==> config.mk <==
export PLATFORM = sky130hd
export DESIGN_NAME = cpb_expand
export DESIGN_NICKNAME = d
export VERILOG_FILES = /design/src/rtl/core/cpb_pkg.sv /design/src/rtl/core/cpb_expand.sv
export SDC_FILE = /design/constraint.sdc
export NUM_CORES = 1
export LEC_CHECK = 0
export BUFFER_PORTS_ARGS = -buffer_cell sky130_fd_sc_hd__buf_4
export CAP_MARGIN = 40
export CORE_AREA = 4 4 120 237
export DETAILED_ROUTE_END_ITERATION = 10
export DIE_AREA = 0 0 124 241
export MAX_ROUTING_LAYER = met4
export PLACE_DENSITY = 0.76
export REMOVE_ABC_BUFFERS = 1
export SLEW_MARGIN = 10
export SYNTH_ARGS = -nofsm -noshare
export SYNTH_HDL_FRONTEND = slang
export SYNTH_SLANG_ARGS = --single-unit
==> constraint.sdc <==
create_clock -name i_clk -period 9.2 [get_ports i_clk]
set_input_delay 1.38 -clock i_clk [delete_from_list [all_inputs] [get_ports i_clk]]
set_output_delay 1.38 -clock i_clk [all_outputs]
set_load 0.01 [all_outputs]
==> src/rtl/core/cpb_pkg.sv <==
// shared types, constants and helpers for the particle cell binning core
`timescale 1ns / 1ps

package cpb_pkg;

    // largest cell count along one axis
    localparam logic [10:0] MAX_CELLS_AXIS = 11'd1024;

    // one half in the q.40 product format
    localparam logic [63:0] HALF_Q40 = 64'd1 << 39;

    // configuration register indexes
    localparam int unsigned CFG_IDX_W = 3;
    localparam logic [CFG_IDX_W-1:0] CFG_CELLS_X     = 3'd0;
    localparam logic [CFG_IDX_W-1:0] CFG_CELLS_YZ    = 3'd1;
    localparam logic [CFG_IDX_W-1:0] CFG_CELL_SIZE_X = 3'd2;
    localparam logic [CFG_IDX_W-1:0] CFG_CELL_SIZE_YZ = 3'd3;
    localparam logic [CFG_IDX_W-1:0] CFG_INV_CELL_X  = 3'd4;
    localparam logic [CFG_IDX_W-1:0] CFG_INV_CELL_YZ = 3'd5;
    localparam logic [CFG_IDX_W-1:0] CFG_LINK_DIST   = 3'd6;

    // input item
    typedef struct packed {
        logic [23:0]        particle_id;
        logic signed [31:0] pos_x;
        logic signed [31:0] pos_y;
        logic signed [31:0] pos_z;
    } t_in;

    // result item
    typedef struct packed {
        logic [23:0] particle_id_out;
        logic [29:0] cell_index;
        logic        is_neighbour;
        logic        range_error;
        logic        last_of_particle;
    } t_out;

    // binning of one axis
    typedef struct packed {
        logic signed [26:0] home;
        logic signed [26:0] near;
        logic               marked;
        logic               home_oor;
        logic               near_oor;
    } t_axis_res;

    // the eight candidate cells of one particle, bit m selects near on axis m
    typedef struct packed {
        logic [7:0][29:0] flat;
        logic [7:0]       err;
        logic [7:0]       use_m;
    } t_cand;

    // a zero count acts as one, a count above the limit as the limit
    function automatic logic [10:0] eff_count(input logic [10:0] n);
        logic [10:0] r;
        if (n == 11'd0) begin
            r = 11'd1;
        end else if (n > MAX_CELLS_AXIS) begin
            r = MAX_CELLS_AXIS;
        end else begin
            r = n;
        end
        return r;
    endfunction

endpackage

==> src/rtl/core/cpb_expand.sv <==
// result sequencer: holds one particle and sends its cells in order through an output register
`timescale 1ns / 1ps

module cpb_expand (
    input  logic           i_clk,
    input  logic           i_rst_n,
    input  logic           i_valid,
    input  logic [23:0]    i_id,
    input  cpb_pkg::t_cand i_cand,
    output logic           o_take,
    output logic           o_valid,
    input  logic           i_ready,
    output cpb_pkg::t_out  o_data
);

    logic           r_busy;
    logic [7:0]     r_pend;
    logic [23:0]    r_id;
    cpb_pkg::t_cand r_cand;
    logic           r_ovld;
    cpb_pkg::t_out  r_out;

    logic       out_free;
    logic       fire;
    logic       last;
    logic [2:0] sel;
    logic [7:0] sel_hot;

    // lowest pending candidate goes next
    always_comb begin
        sel = 3'd0;
        for (int m = 7; m >= 0; m--) begin
            if (r_pend[m]) begin
                sel = 3'(m);
            end
        end
        sel_hot = 8'd1 << sel;
    end

    assign out_free = !r_ovld || i_ready;
    assign fire     = r_busy && out_free;
    assign last     = ((r_pend & ~sel_hot) == 8'd0);
    assign o_take   = !r_busy || (fire && last);

    // particle holding register
    always_ff @(posedge i_clk) begin
        if (!i_rst_n) begin
            r_busy <= 1'b0;
            r_pend <= 8'd0;
        end else if (o_take) begin
            r_busy <= i_valid;
            r_pend <= i_valid ? i_cand.use_m : 8'd0;
        end else if (fire) begin
            r_pend <= r_pend & ~sel_hot;
        end
    end

    always_ff @(posedge i_clk) begin
        if (o_take && i_valid) begin
            r_id   <= i_id;
            r_cand <= i_cand;
        end
    end

    // output register
    always_ff @(posedge i_clk) begin
        if (!i_rst_n) begin
            r_ovld <= 1'b0;
        end else if (fire) begin
            r_ovld <= 1'b1;
        end else if (i_ready) begin
            r_ovld <= 1'b0;
        end
    end

    always_ff @(posedge i_clk) begin
        if (fire) begin
            r_out.particle_id_out  <= r_id;
            r_out.cell_index       <= r_cand.flat[sel];
            r_out.is_neighbour     <= (sel != 3'd0);
            r_out.range_error      <= r_cand.err[sel];
            r_out.last_of_particle <= last;
        end
    end

    assign o_valid = r_ovld;
    assign o_data  = r_out;

endmodule

; ---- Word-level counts from Yosys, hierarchy flattened
; Cells that the tools add are included.
[totals]
romBits = 0
input_bits = 284
memories = 0
latch_bits = 0
ramBits = 0
elab_cells = 50
reg_bits = 339
out_inout_bits = 59
[classes]
n_eq_ne = 0
mul = 0
n_addsub = 0
mux = 17
reduce_logical = 11
order_cmp = 1
shift = 1
bitwise_logic = 2
div = 0
[ops]
columns = op, n
row1 = binary-select mux 30 bit (select 3 bit), 1
row2 = two-way mux 30 bit, 1
row3 = two-way mux 3 bit, 8
row4 = two-way mux 8 bit, 3
row5 = AND 8 bit, 1
row6 = zero test 8 bit, 1
row7 = inverter 8 bit, 1
row8 = "left shift 1 x 3 -> 8 bit, first input constant", 1
row9 = "< comparator 3 x 4 -> 1 bit, second input constant", 1
row10 = nonzero test 2 bit, 2
row11 = binary-select mux 1 bit (select 3 bit), 1
row12 = logical AND 1 bit, 3
row13 = two-way mux 1 bit, 3
row14 = nonzero test 3 bit, 1
row15 = zero test 1 bit, 2
row16 = logical OR 1 bit, 2

; ---- Depth between registers and ports, before layout
[depth]
ltp_word = 15
mapped_depth = 8
ltp_nobuf = 6

; ---- Worst setup path after synthesis
; No wires, ideal clock.
[synth_timing]
path_type = input port to flip-flop
startpoint = in i_ready
endpoint = reg r_cand[100] in the netlist's numbering (enable)
slack_ns = 0.343
t_arrival_ns = 8.189
cell_stages = 4
required_time_ns = 8.532
n_path_buf = 1
setup_ns = 0.668
cell_sequence = nor2b_1 o31ai_4 buf_4 and2_1
[synth_via]
elab_chain_cells = 5
[synth_lines]
columns = element, line_no
row1 = from (decl), cpb_expand.sv:12  ; input logic i_ready,
row2 = logical OR 1 bit, cpb_expand.sv:40  ; assign out_free = !r_ovld || i_ready;
row3 = logical AND 1 bit, cpb_expand.sv:41  ; assign fire = r_busy && out_free;
row4 = logical AND 1 bit, cpb_expand.sv:43  ; assign o_take = !r_busy || (fire && last);
row5 = logical OR 1 bit, cpb_expand.sv:43
row6 = named net o_take, cpb_expand.sv:10  ; output logic o_take,
row7 = logical AND 1 bit, cpb_expand.sv:59  ; if (o_take && i_valid) begin
row8 = to (signal assigned), cpb_expand.sv:61  ; r_cand <= i_cand;
row9 = to (decl), cpb_expand.sv:19  ; cpb_pkg::t_cand r_cand;
; The timed path passes the listed nets, and every way through them passes these cells.
; A chain may end at the register's enable or synchronous reset.

; ---- Final worst setup path
[layout_timing]
startpoint = reg r_pend[0]
endpoint = out o_take
[layout_via]
elab_chain_cells = 7
[layout_lines]
columns = element, line_no
row1 = from (decl), cpb_expand.sv:17  ; logic [7:0] r_pend;
row2 = from (signal assigned), cpb_expand.sv:52  ; r_pend <= i_valid ? i_cand.use_m : 8'd0;
row3 = from (signal assigned), cpb_expand.sv:54  ; r_pend <= r_pend & ~sel_hot;
row4 = two-way mux 3 bit, cpb_expand.sv:33  ; if (r_pend[m]) begin
row5 = left shift 1 x 3 -> 8 bit, cpb_expand.sv:37  ; sel_hot = 8'd1 << sel;
row6 = inverter 8 bit, cpb_expand.sv:42  ; assign last = ((r_pend & ~sel_hot) == 8'd0);
row7 = AND 8 bit *, cpb_expand.sv:42
row8 = zero test 8 bit *, cpb_expand.sv:42
row9 = logical AND 1 bit *, cpb_expand.sv:43
row10 = logical OR 1 bit *, cpb_expand.sv:43
row11 = to (decl), cpb_expand.sv:10
; Every way passes the cells marked *; elsewhere a longest branch is shown, timed or not.

==> flow_summary.json <==
{
  "grt_use_total": 0.198,
  "place_congestion": 0.871,
  "setup_viol": 0,
  "worst_slack_ps": 5170,
  "max-cap-violations": 0,
  "cp_slowest_cell": "nor4_4",
  "timing.hold.ws_ps": 415,
  "clockBufferDepth": 3,
  "cp_max_fo": 14,
  "ys_types": 40,
  "vias": 7493,
  "start_kind": "flop",
  "synth_flop_cell": "edfxtp_1",
  "fin_nets": 1298,
  "cts_buffers": 29,
  "slew_violations": 0,
  "rsz0062_at_grt": "false",
  "worstMarginPinSlew_ps": 879,
  "first_pass_iters": 5,
  "yosys.area.top_type_share": 0.795,
  "grt_overflow": 0,
  "cts.clk_slew.worst_paths_ps": 60,
  "synth_most_common_cell": "edfxtp_1",
  "path_cells": "nor4_4 -> a31oi_1 -> o31ai_4 -> buf_4",
  "cts_sinks": 339,
  "antenna_found_initial": 0,
  "yosys.area.top_type": "edfxtp_1",
  "ctsHoldBuffers": 0,
  "drc": 0,
  "wirelength_um": 29900,
  "die_h_um": 241,
  "io_pins": 343,
  "placed_cell_area_um2": 15500,
  "path_class": "flop to output port",
  "async_flop_share": 0,
  "post_cts_buffers": 0,
  "r2r_slack_ps": 5310,
  "hold_path_depth": 0,
  "yosysWarnings": 0,
  "status": "finished clean",
  "netlist_area_um2": 12400,
  "final_cell_area_um2": 16500,
  "cts_resized": 0,
  "dieWidth_um": 124,
  "syn2layout_area_growth_pct": 32.5,
  "synth_edf_count": 329,
  "finalWorstPathRequiredPeriod_ps": 4030,
  "yosysSeqAreaShare": 0.811,
  "layout-drive-gt1-share": 0.460,
  "leakage_nw": 6.19,
  "dpl.hpwl_um": 20800,
  "yosys-top-cells-area": "edfxtp_1 (80%), mux2_2 (5.6%), a221oi_1 (4.4%)",
  "fmax_mhz": 248,
  "min_path_type": "flop to flop",
  "powerDensity_nw_per_um2": 214,
  "grt_max_degree": 72,
  "worst_ep_required_time_ps": 7820,
  "finalSetupTns_ps": 0,
  "vias_per_cell": 5.41,
  "finalCritPeriodShare": 0.438,
  "syn_area_per_cell_um2": 18.7,
  "ys_ff_latch": 339,
  "relSlewSlack": 0.414,
  "worst_clock_skew_ps": 12.0,
  "htree_levels": 1,
  "place_ws_ps": 5020,
  "coreArea_um2": 26700,
  "peakVddDrop_uv": 174,
  "rows": 85,
  "finalHoldViolations": 0,
  "synthTopCellsByCount": "edfxtp_1 (329), nand2_1 (71), a221oi_1 (63), mux2_2 (62), a22oi_1 (31)",
  "port_buffers": 342,
  "antenna_left": 0,
  "drt-initial-drc-count": 557,
  "cts-root-buf": "clkbuf_16",
  "r2r.worst_path.cells": 7,
  "worstPathArrival_ps": 2650,
  "clk_latency_ps": 560,
  "initial_core_util": 0.465,
  "die_area_um2": 29900,
  "detail_route.wl_per_cell_um": 21.6,
  "synthCells": 663,
  "grt_pass1_vias": 7795,
  "end_kind": "output port",
  "diodes": 0,
  "grt_pass1_wl_um": 43300,
  "slowest_delay_ps": 590,
  "cts_tree": "done"
}
critical path: cells and delay by family (launching register included):
kind                   cells  cell delay (ps)
AOI/OAI and AO/OA          2              810
and+or+nand+nor            1              590
DFF                        1              470
buffers and inverters      1              220
cell families after synthesis:
kind of cell    synth area share
buf+inv                   0.0150
simple gates              0.0345
flops                      0.811
mux                       0.0562
compound gates            0.0828
path summary, 6_finish.rpt:
kind	from	to
worst min-delay path	r_id[18]	o_data[51]
worst min register to register	r_id[18]	o_data[51]
worst max-delay path	r_pend[0]	o_take
worst max register to register	r_pend[0]	r_id[10]
cells in the final DEF (no fill, tap or decap), types with 2 or more instances in the layout:
cell type / n
o21ai_4: 2
clkinvlp_4: 4
nor2_1: 2
o21ai_1: 4
buf_16: 4
a211o_1: 2
or2_1: 2
clkbuf_16: 29
a21boi_0: 2
clkinv_2: 2
inv_1: 3
a21oi_1: 4
nand4_1: 6
buf_4: 352
clkinv_1: 3
nand3_1: 3
o21ai_0: 7
clkbuf_1: 7
edfxtp_1: 329
nand2_1: 71
a221oi_1: 63
mux2_2: 62
dfxtp_1: 10
a22oi_1: 31
clkbuf_8: 3
inv_6: 2
bufinv_16: 3
nor2b_1: 3
report_power, final:
| group | leakage (nW) | internal [mW] | switching, mW |
|---|---|---|---|
| Sequential | 3.26 | 1.84 | 0.0358 |
| Clock | 0.452 | 0.691 | 0.529 |
| Combinational | 2.48 | 0.207 | 0.225 |
| Total | 6.19 | 2.73 | 0.789 |
layout make-up:
type | instances | area, um^2
Inverter | 4 | 15.0
Clock inverter | 14 | 159
Tap cell | 348 | 435
Fill cell | 1912 | 10200
Timing Repair Buffer | 357 | 2770
Multi-Input combinational cell | 283 | 2210
Sequential cell | 339 | 10100
Clock buffer | 39 | 793
stage by stage:
step / instances / power, mW / util
final: 1384 / 3.52 / 0.617
after global routing: 1384 / 3.66 / 0.617
after CTS: 1384 / 3.56 / 0.617
after detailed placement: 1331 / 2.34 / 0.581
after global placement: 1326 / 2.31 / 0.576
after floorplan: 626 / 2.13 / -
registers in the layout (all words and copies together) (netlist names):
name     cells
r_cand     248
r_pend       8
r_busy       1
o_valid      1
o_data      57
r_id        24
per-layer routing:
metal / vias to the layer above / GRT usage / share of wire
li1: 3387 / - / -
met2: 441 / 0.315 / 0.48
met5: - / - / 0
met4: 0 / 0.0691 / 0.029
met3: 50 / 0.0565 / 0.12
met1: 3615 / 0.243 / 0.38
Note: power is estimated with default switching activity, not from simulation.
